**config.mk**
```make
export PLATFORM = sky130hd
export DESIGN_NAME = ctl_step
export DESIGN_NICKNAME = d
export VERILOG_FILES = /design/src/rtl/ctl_pkg.sv /design/src/rtl/ctl_step.sv
export SDC_FILE = /design/constraint.sdc
export NUM_CORES = 1
export LEC_CHECK = 0
export BUFFER_PORTS_ARGS = -buffer_cell sky130_fd_sc_hd__buf_2
export CORE_MARGIN = 1
export CORE_UTILIZATION = 52
export DETAILED_ROUTE_END_ITERATION = 8
export PLACE_DENSITY_LB_ADDON = 0.25
export SYNTH_ARGS = -nofsm -noshare
export SYNTH_HDL_FRONTEND = slang
export SYNTH_SLANG_ARGS = --single-unit
```
**constraint.sdc**
```tcl
create_clock -name vclk -period 3
set_input_delay 0.15 -clock vclk [all_inputs]
set_output_delay 0.15 -clock vclk [all_outputs]
set_load 0.05 [all_outputs]
```
**src/rtl/ctl_pkg.sv**
```systemverilog
// ----------------------------------------------------------------------------
// ctl_pkg: shared types and constants of the C token lexer
// Mode codes, token kinds, character classes and the keyword table.
// ----------------------------------------------------------------------------
package ctl_pkg;

  localparam int unsigned MaxKeywordChars = 16;
  localparam int unsigned WordIdxW = $clog2(MaxKeywordChars);
  localparam int unsigned NumKw = 42;
  localparam int unsigned KwChars = 14;

  typedef enum logic [6:0] {
    M_IDLE       = 7'b0000001,
    M_WORD       = 7'b0000010,
    M_SPACE      = 7'b0000100,
    M_PEND       = 7'b0001000,
    M_BLOCK      = 7'b0010000,
    M_BLOCK_STAR = 7'b0100000,
    M_LINE       = 7'b1000000
  } mode_e;

  localparam logic [6:0] KIdent   = 7'd69;
  localparam logic [6:0] KSpace   = 7'd70;
  localparam logic [6:0] KComment = 7'd71;
  localparam logic [6:0] KInvalid = 7'd72;
  localparam logic [6:0] KIncr    = 7'd51;
  localparam logic [6:0] KArrow   = 7'd53;
  localparam logic [6:0] KDecr    = 7'd54;
  localparam logic [6:0] KEqEq    = 7'd56;
  localparam logic [6:0] KAndAnd  = 7'd61;

  typedef struct packed {
    logic [6:0]  kind;
    logic [15:0] len;
  } token_t;

  // Two possible results from one byte.
  typedef struct packed {
    logic   v0;
    token_t t0;
    logic   v1;
    token_t t1;
  } step_out_t;

  typedef logic [KwChars*8-1:0] kw_str_t;

  function automatic kw_str_t kw_text(input logic [5:0] k);
    kw_str_t s;
    string   t;
    s = '0;
    case (k)
      6'd0: t = "auto";       6'd1: t = "break";     6'd2: t = "case";
      6'd3: t = "char";       6'd4: t = "const";     6'd5: t = "continue";
      6'd6: t = "default";    6'd7: t = "do";        6'd8: t = "double";
      6'd9: t = "else";       6'd10: t = "enum";     6'd11: t = "extern";
      6'd12: t = "float";     6'd13: t = "for";      6'd14: t = "goto";
      6'd15: t = "if";        6'd16: t = "inline";   6'd17: t = "int";
      6'd18: t = "long";      6'd19: t = "register"; 6'd20: t = "restrict";
      6'd21: t = "return";    6'd22: t = "short";    6'd23: t = "signed";
      6'd24: t = "sizeof";    6'd25: t = "static";   6'd26: t = "struct";
      6'd27: t = "switch";    6'd28: t = "typedef";  6'd29: t = "union";
      6'd30: t = "unsigned";  6'd31: t = "void";     6'd32: t = "volatile";
      6'd33: t = "while";     6'd34: t = "_Alignas"; 6'd35: t = "_Alignof";
      6'd36: t = "_Atomic";   6'd37: t = "_Bool";    6'd38: t = "_Generic";
      6'd39: t = "_Noreturn"; 6'd40: t = string'({"_Static", "_assert"});
      default: t = string'({"_Thread", "_local"});
    endcase
    // character i in bits [8*i +: 8]
    for (int i = 0; i < t.len(); i++) begin
      s[8*i +: 8] = t[i];
    end
    return s;
  endfunction

  function automatic logic [4:0] kw_len(input logic [5:0] k);
    kw_str_t s;
    logic [4:0] n;
    s = kw_text(k);
    n = '0;
    for (int i = 0; i < KwChars; i++) begin
      if (s[8*i +: 8] != 8'd0) n = 5'(i + 1);
    end
    return n;
  endfunction

  function automatic logic is_alpha(input logic [7:0] c);
    return (c >= "A" && c <= "Z") || (c >= "a" && c <= "z") || c == "_";
  endfunction

  function automatic logic is_word(input logic [7:0] c);
    return is_alpha(c) || (c >= "0" && c <= "9");
  endfunction

  function automatic logic is_space(input logic [7:0] c);
    return c == " " || (c >= 8'd9 && c <= 8'd13);
  endfunction

  function automatic logic is_ext(input logic [7:0] c);
    return c == "+" || c == "-" || c == "=" || c == "&" || c == "/";
  endfunction

  function automatic logic [6:0] single_kind(input logic [7:0] c);
    logic [6:0] k;
    case (c)
      "(": k = 7'd42; ")": k = 7'd43; "[": k = 7'd44; "]": k = 7'd45;
      "{": k = 7'd46; "}": k = 7'd47; "<": k = 7'd48; ">": k = 7'd49;
      "#": k = 7'd50; "+": k = 7'd52; "-": k = 7'd55; "=": k = 7'd57;
      "*": k = 7'd58; "/": k = 7'd59; "%": k = 7'd60; "&": k = 7'd62;
      "|": k = 7'd63; "^": k = 7'd64; "~": k = 7'd65; "!": k = 7'd66;
      ".": k = 7'd67; ";": k = 7'd68;
      default: k = KInvalid;
    endcase
    return k;
  endfunction

endpackage

```
**src/rtl/ctl_step.sv**
```systemverilog
// ----------------------------------------------------------------------------
// ctl_step: lexer state step
// Next state and closed tokens for one accepted byte.
// ----------------------------------------------------------------------------
module ctl_step import ctl_pkg::*; (
  input  mode_e       mode_i,
  input  logic [15:0] len_i,
  input  logic [7:0]  pend_i,
  input  logic [6:0]  word_kind_i,
  input  logic [7:0]  c_i,
  output mode_e       mode_o,
  output logic [15:0] len_o,
  output logic        wr_word_o,
  output logic        pend_we_o,
  output step_out_t   res_o
);

  logic [15:0] grown;
  assign grown = (len_i == 16'hFFFF) ? len_i : len_i + 16'd1;

  always_comb begin
    token_t fl;
    logic   restart;
    fl.kind   = KComment;
    fl.len    = len_i;
    restart   = 1'b0;
    mode_o    = mode_i;
    len_o     = len_i;
    wr_word_o = 1'b0;
    pend_we_o = 1'b0;
    res_o     = '0;
    case (mode_i)
      M_WORD: begin
        fl.kind = word_kind_i;
        if (is_word(c_i)) begin
          wr_word_o = 1'b1; len_o = grown;
        end else restart = 1'b1;
      end
      M_SPACE: begin
        fl.kind = KSpace;
        if (is_space(c_i)) len_o = grown;
        else restart = 1'b1;
      end
      M_PEND: begin
        fl.kind = single_kind(pend_i);
        fl.len  = 16'd1;
        mode_o  = M_IDLE;
        len_o   = 16'd0;
        res_o.t0.len = 16'd2;
        res_o.v0 = 1'b1;
        if (pend_i == "+" && c_i == "+") res_o.t0.kind = KIncr;
        else if (pend_i == "-" && c_i == ">") res_o.t0.kind = KArrow;
        else if (pend_i == "-" && c_i == "-") res_o.t0.kind = KDecr;
        else if (pend_i == "=" && c_i == "=") res_o.t0.kind = KEqEq;
        else if (pend_i == "&" && c_i == "&") res_o.t0.kind = KAndAnd;
        else if (pend_i == "/" && c_i == "*") begin
          res_o.v0 = 1'b0; mode_o = M_BLOCK; len_o = 16'd2;
        end else if (pend_i == "/" && c_i == "/") begin
          res_o.v0 = 1'b0; mode_o = M_LINE; len_o = 16'd2;
        end else begin
          res_o.v0 = 1'b0; restart = 1'b1;
        end
      end
      M_BLOCK: begin
        len_o = grown;
        if (c_i == "*") mode_o = M_BLOCK_STAR;
      end
      M_BLOCK_STAR: begin
        len_o = grown;
        if (c_i == "/") begin
          res_o.v0 = 1'b1; res_o.t0.kind = KComment; res_o.t0.len = grown;
          mode_o = M_IDLE; len_o = 16'd0;
        end else if (c_i != "*") mode_o = M_BLOCK;
      end
      M_LINE: begin
        len_o = grown;
        if (c_i == 8'h0A) begin
          res_o.v0 = 1'b1; res_o.t0.kind = KComment; res_o.t0.len = grown;
          mode_o = M_IDLE; len_o = 16'd0;
        end
      end
      default: restart = 1'b1;
    endcase

    if (restart) begin
      // close the open token, then start on this byte
      if (mode_i != M_IDLE) begin
        res_o.v0 = 1'b1; res_o.t0 = fl;
      end
      len_o = 16'd1;
      if (is_alpha(c_i)) begin
        mode_o = M_WORD; wr_word_o = 1'b1;
      end else if (is_space(c_i)) mode_o = M_SPACE;
      else if (is_ext(c_i)) begin
        mode_o = M_PEND; pend_we_o = 1'b1;
      end else begin
        mode_o = M_IDLE; len_o = 16'd0;
        res_o.v1 = 1'b1; res_o.t1.kind = single_kind(c_i); res_o.t1.len = 16'd1;
      end
    end
    // pack a lone second token into the first slot
    if (!res_o.v0 && res_o.v1) begin
      res_o.v0 = 1'b1; res_o.t0 = res_o.t1; res_o.v1 = 1'b0;
    end
  end

endmodule

```
# --- After elaboration in Yosys (flattened, before gate mapping) ---
# Cells that the tools add are included.
totals:
  inputBits: 46
  output_inout_bits: 73
  wordCells: 161
  ff_bits: 0
classes:
  addsub: 1
  reduce_logical: 22
  magnitude_cmp: 8
  mux: 74
  n_eq_ne: 56
ops:
  columns: ["operator", "n"]
  rows:
  - ["one-hot mux 7 bit (22 select lines)", 2]
  - ["== test 8 x 6 -> 1 bit (second input constant)", 31]
  - ["two-way mux 24 bit", 6]
  - ["== test 8 x 7 -> 1 bit (second input constant)", 15]
  - ["two-way mux 16 bit", 7]
  - ["one-hot mux 16 bit (6 select lines)", 1]
  - ["two-way mux 7 bit", 12]
  - ["one-hot mux 24 bit (3 select lines)", 1]
  - ["two-way mux 48 bit", 1]
  - ["two-way mux 6 bit", 5]
  - ["one-hot mux 7 bit (4 select lines)", 1]
  - ["two-way mux 1 bit", 25]
  - ["two-way mux 25 bit", 1]
  - ["one-hot mux 7 bit (3 select lines)", 1]
  - ["adder 16 x 1 -> 16 bit (second input constant)", 1]
  - ["== test 16 bit (second input constant)", 1]
  - ["greater-or-equal comparator 8 x 7 -> 1 bit (second input constant)", 2]
  - ["<= comparator 8 x 7 -> 1 bit (second input constant)", 2]
  - ["two-way mux 2 bit", 7]
  - ["logical AND 1 bit", 12]
  - ["two-way mux 4 bit", 3]
  - ["== test 8 x 4 -> 1 bit (second input constant)", 1]
  - ["greater-or-equal comparator 8 x 4 -> 1 bit (second input constant)", 1]
  - ["greater-or-equal comparator 8 x 6 -> 1 bit (second input constant)", 1]
  - ["other kinds (14)", 21]

# --- Longest topological paths before layout ---
# Gate-level depths: netlist of run 1.
depth:
  ltp_word: 14
  depth_mapped: 11
  depth_no_buf: 7

# --- Worst setup path after synthesis of run 1 ---
# OpenSTA, ideal clock, no wires.
synth_path:
  kind: "input-to-output"
  from: "input c_i[6]"
  to: "output res_o[28] in the netlist's numbering"
  setup_slack_ns: -0.694
  path_buffers: 2
  arrival_ns: 3.544
  stages: 7
  path_cell_list: "buf_2 -> or3_1 -> or4_1 -> o22ai_2 -> nand2_2 -> buf_6 -> o41ai_1"
synth_rtl:
  columns: ["item", "line", "source"]
  rows:
  - ["start, declared", "ctl_step.sv:10", "input logic [7:0] c_i,"]
  - ["end, declared", "ctl_step.sv:15", "output step_out_t res_o"]

==> results.py, run 1 <==
metrics = {
    "finish": {
        "layout-drive-gt1-share_pct": 28.3,
        "final_cells": 636,
        "syn2layout_area_growth_pct": 21.7,
        "regArea_um2": 0,
        "clkbuf_count": 0,
        "nNetsFinal": 615,
        "diodes": 0,
        "fillCellCount": 495,
        "seq_cells": 0,
    },
    "critical_path": {
        "cp_num_buf_inv": 2,
        "path_cells": "buf_2 -> or3_1 -> or4_1 -> o22ai_2 -> nand2_2 -> o221a_2 -> o21ai_1 -> buf_2",
        "start_kind": "input port",
        "critical_path_class": "input port to output port",
        "worst-endpoint-arrival_ns": 2.75,
        "slowest_stage": "or4_1",
        "required_ns": 2.85,
        "slowest_delay_ns": 0.62,
        "crit_cells": 8,
        "worstPathMaxFanout": 19,
        "setup.worst_path.end": "res_o[24]",
        "cp_top_family": "simple AND/OR/NAND/NOR gates",
        "worst_setup_path_end_kind": "output port",
        "critPathLaunch": "c_i[6]",
        "cpMostUsedCell": "buf_2",
    },
    "die": {
        "fp.dieH_um": 75.9,
        "die-area_um2": 5760,
        "fp.dieW_um": 75.9,
        "num_io_pins": 119,
        "row_count": 26,
        "start_util_pct": 54.9,
        "coreArea_um2": 5170,
    },
    "grt": {
        "grt_max_degree": 20,
        "antenna_found_initial": 0,
        "gr-total-overflow": 0,
        "track_usage_pct": 34.5,
        "grt_pass1_wl_um": 16900,
        "grt_pass1_vias": 3492,
    },
    "yosys": {
        "syn_area_per_cell_um2": 5.97,
        "synth_top_family_by_area": "simple AND/OR/NAND/NOR gates",
        "synth_adder_area_share_pct": 0.440,
        "yosys_warnings": 0,
        "ys_top_cells_by_area": "nor2_1, o21ai_0, nand3_1",
        "synthXorXnorAreaFrac_pct": 4.32,
        "yosysTopAreaCell": "nor2_1",
        "synthCells": 476,
        "synth_top_area_share_pct": 8.85,
        "syn_area_um2": 2840,
        "synth-seq-area-share_pct": 0,
        "synth.distinct_cells": 82,
        "synth_mux_area_share_pct": 0.705,
        "synth-compound-area-share_pct": 34.3,
        "yosys.area_share.simple_pct": 47.9,
    },
    "placement": {
        "dpl.hpwl_um": 7960,
        "gp_congestion": 0.949,
        "portBuffers": 104,
        "dp.cells": 633,
    },
    "sta": {
        "rsz0062_at_grt": "false",
        "slew_violations": 0,
        "hold_viol_final": 0,
        "slew-limit-headroom_pct": 53.1,
        "post-route-period-util_pct": 96.8,
        "final.setup.tns_ns": 0,
        "worst_slew_pin_slew_ns": 0.703,
        "fmax_mhz": 344,
        "setup_viol": 0,
        "post-route-min-period_ns": 2.90,
    },
    "power": {
        "seq_power_share_pct": 0,
        "power_frac_clock_pct": 0,
        "vdd_drop_max_mv": 0.106,
        "netSwitchingPower_mw": 0.351,
        "swShare_pct": 72.1,
        "comb_power_share_pct": 100.0,
        "powerDensity_nw_per_um2": 141,
        "leakagePower_nw": 1.45,
        "p_int_mw": 0.136,
    },
    "routing": {
        "drt-wirelength-per-cell_um": 15.8,
        "vias_per_cell": 6.32,
        "via_count": 4022,
        "drc": 0,
        "antenna_left": 0,
        "drt-initial-drc-count": 434,
        "wl_um": 10100,
        "drt_first_pass_iters": 5,
    },
    "min_path": {
        "hold_start": "len_i[6]",
        "hold_path_class": "input port to output port",
    },
    "job": {
        "drv_cap": 0,
    },
    "cts": {
        "postCtsHoldBufs": 0,
    },
    "status": {
        "status": "finished clean",
    },
}
==> synth_stat cells, types with 6 or more instances <==
cell,n
nand3_1,31
nand2_1,40
xnor2_1,7
nor2_1,67
or3_1,7
nand2b_1,17
buf_4,15
xor2_1,7
clkbuf_1,33
and3_1,6
o21ai_0,39
nor2b_1,11
a21oi_1,26
o31ai_1,7
inv_1,10
nand4_1,8
nor3_1,13
a31oi_1,10
==> worst min path at each step <==
stage | endpoint | slack [ns] | cells past startpoint
floorplan | len_o[15] | 0.54 | 2
finish | res_o[30] | 0.70 | 3
detailed placement | res_o[30] | 0.70 | 3
global placement | res_o[30] | 0.69 | 3
CTS | res_o[30] | 0.70 | 3
global route | res_o[30] | 0.71 | 3
==> cell type report <==
type,instances,area [µm²],share of cell area (%)
Inverter,10,37.5,1.09
Multi-Input combinational cell,422,2580,74.7
Tap cell,70,87.6,2.53
Timing Repair Buffer,134,748,21.6
==> placed cells by master (no fill, tap or decap), types with 3 or more instances in the layout <==
| cell | netlist | layout |
|---|---|---|
| a211o_1 | 3 | 3 |
| a211oi_1 | 3 | 3 |
| a21o_1 | 5 | 5 |
| a21oi_1 | 26 | 25 |
| a31oi_1 | 10 | 10 |
| and2_1 | 3 | 3 |
| and3_1 | 6 | 6 |
| buf_2 | 4 | 103 |
| buf_4 | 15 | 30 |
| conb_1 | 1 | 15 |
| inv_1 | 10 | 10 |
| nand2_1 | 40 | 40 |
| nand2b_1 | 17 | 16 |
| nand3_1 | 31 | 31 |
| nand3b_1 | 3 | 3 |
| nand4_1 | 8 | 8 |
| nor2_1 | 67 | 67 |
| nor2b_1 | 11 | 11 |
| nor3_1 | 13 | 11 |
| nor3b_1 | 5 | 4 |
| nor4_1 | 3 | 3 |
| nor4b_1 | 3 | 3 |
| o211ai_1 | 4 | 4 |
| o21ai_0 | 39 | 35 |
| o21ai_1 | 1 | 5 |
| o22a_1 | 5 | 5 |
| o31ai_1 | 7 | 7 |
| o32a_1 | 4 | 4 |
| o32ai_1 | 3 | 3 |
| or2_2 | 3 | 3 |
| or3_1 | 7 | 7 |
| or4_1 | 4 | 4 |
| or4b_1 | 3 | 3 |
| xnor2_1 | 7 | 7 |
| xor2_1 | 7 | 7 |
==> per-layer routing <==
layer,global-route usage [%],routed length [µm],up-vias
met5,0,0,-
met1,52.1,4450,1834
met4,6.73,153,0
met3,3.49,1160,16
li1,-,-,1922
met2,52.2,4300,250
==> power by group through the flow <==
| stage | Clock (mW) | Combinational (mW) | Sequential, mW |
|---|---|---|---|
| 2_1_floorplan | 0 | 0.364 | 0 |
| 3_5_place_dp | 0 | 0.476 | 0 |
| 5_1_grt | 0 | 0.519 | 0 |
| 4_1_cts | 0 | 0.477 | 0 |
| 3_3_place_gp | 0 | 0.472 | 0 |
| 6_report | 0 | 0.487 | 0 |
==> cell families (layout without fill, tap and decap cells) <==
logic type | after synthesis | in the layout
buffers and inverters | 68 | 144
other | 1 | 15
AO/OA/AOI/OAI | 141 | 141
AND/OR/NAND/NOR | 249 | 249
XOR/XNOR | 14 | 14
multiplexers | 2 | 2
adder cells (fa/ha/maj) | 1 | 1
==> what timing repair did <==
item | CTS | global route
resized for setup | 0 | 3
setup endpoints to repair | 0 | 22
setup buffers | 0 | 3
==> stage by stage <==
stage	cell area (µm²)	setup slack, ns	power [mW]	utilization [%]	hold WS [ns]
global placement	3430	0.0943	0.472	66.2	0.693
global route	3460	0.00422	0.519	66.8	0.715
CTS	3430	0.0805	0.477	66.2	0.696
detailed placement	3430	0.0784	0.476	66.2	0.696
floorplan	2920	-0.225	0.364	-	0.540
finish	3460	0.0965	0.487	66.8	0.698
Power figures use the tool's default switching activity.
==> inputs of run 2 (changes only) <==
Clock period 3 ns to 2.75 ns, I/O delays scaled along.
==> results.py, run 2 (same netlist as run 1, synthesis figures left out) <==
metrics = {
    "finish": {
        "final_core_util_pct": 75.2,
        "diodes": 0,
        "clkbuf_count": 0,
        "layout-drive-gt1-share_pct": 36.5,
        "syn2layout_area_growth_pct": 36.9,
        "layout_commonest_cell": "buf_2",
        "final_cells": 668,
        "final_cell_mix": "buf_2, buf_4, nor2_1",
        "seq_cells": 0,
        "regArea_um2": 0,
        "nNetsFinal": 647,
    },
    "sta": {
        "setup_viol": 0,
        "rsz0062_at_grt": "true",
        "fmax_mhz": 368,
        "slew_violations": 0,
        "hold_viol_final": 0,
        "post-route-period-util_pct": 98.8,
        "slew-limit-headroom_pct": 55.7,
        "post-route-min-period_ns": 2.72,
        "worst_slew_pin_slew_ns": 0.658,
    },
    "routing": {
        "drt_first_pass_iters": 6,
        "via_count": 4120,
        "wl_um": 10200,
        "antenna_left": 0,
        "drt-initial-drc-count": 403,
        "vias_per_cell": 6.17,
        "drt-wirelength-per-cell_um": 15.3,
        "drc": 0,
    },
    "die": {
        "row_count": 26,
        "die-area_um2": 5760,
        "fp.dieW_um": 75.9,
        "num_io_pins": 119,
        "fp.dieH_um": 75.9,
        "coreArea_um2": 5170,
        "start_util_pct": 54.9,
    },
    "power": {
        "vdd_drop_max_mv": 0.0872,
        "powerDensity_nw_per_um2": 147,
        "leakagePower_nw": 1.66,
        "power.total_mw": 0.571,
    },
    "critical_path": {
        "worst-endpoint-arrival_ns": 2.58,
        "required_ns": 2.61,
        "critical_path_class": "input port to output port",
        "worstPathMaxFanout": 12,
        "start_kind": "input port",
        "worst_setup_path_end_kind": "output port",
    },
    "min_path": {
        "hold_path_class": "input port to output port",
    },
    "grt": {
        "grt_pass1_vias": 3685,
        "grt_max_degree": 23,
        "antenna_found_initial": 0,
        "track_usage_pct": 33.6,
        "grt_pass1_wl_um": 16800,
        "gr-total-overflow": 0,
    },
    "status": {
        "status": "finished clean",
    },
    "placement": {
        "dpl.hpwl_um": 8100,
        "dp.cells": 667,
        "portBuffers": 104,
        "gp_congestion": 0.961,
    },
    "job": {
        "drv_cap": 0,
    },
}
-- run 2: cell count changes in the layout (fill, tap and decap cells not counted), sizes merged --
| cell | previous run | this run |
|---|---|---|
| clkbuf | 1 | 5 |
| buf | 133 | 161 |
-- run 2: timing repair --
action,4_1_cts,5_1_grt
resized for setup,2,44
pin swaps,0,4
hold buffers,0,0
buffers inserted,0,1
endpoints found under the setup margin,2,33
-- run 2: power by group --
part / total [mW] / switching [mW] / internal, mW
clock network: 0 / 0 / 0
registers: 0 / 0 / 0
logic: 0.571 / 0.391 / 0.180
-- run 2: path summary, 6_finish.rpt --
kind | start | end | depth (start not counted)
setup / recovery | c_i[4] | res_o[24] | 10
hold / removal | len_i[6] | res_o[30] | 3
-- run 2: through the flow --
step,hold WS (ns),TNS [ns],setup slack [ns],instance area [µm²]
finish,0.648,0,0.0322,3890
global route,0.667,-0.125,-0.0390,3890
CTS,0.667,0,0.00778,3820
detailed placement,0.664,-0.0574,-0.0324,3810
global placement,0.662,0,0.00293,3810
floorplan,0.469,-1.54,-0.353,3030
-- run 2: cell type report --
class,instances,area [µm²]
Multi-Input combinational cell,422,2700
Fill cell,455,1280
Timing Repair Buffer,166,1070
Tap cell,70,87.6
Inverter,10,37.5
-- run 2: per-layer routing --
layer | track usage (%) | wire (µm) | vias to the layer above
met2 | 58.4 | 4730 | 257
met5 | 0 | 0 | -
li1 | - | - | 1981
met1 | 45.0 | 4380 | 1854
met4 | 6.54 | 217 | 0
met3 | 3.01 | 892 | 28
-- run 2: critical path: stages --
cell	delay [ns]
buf_2	0.11
or4b_1	0.58
or4_4	0.59
o31ai_4	0.08
nand4bb_1	0.19
and3_4	0.27
buf_4	0.14
o221a_2	0.18
o21ai_2	0.06
buf_2	0.21
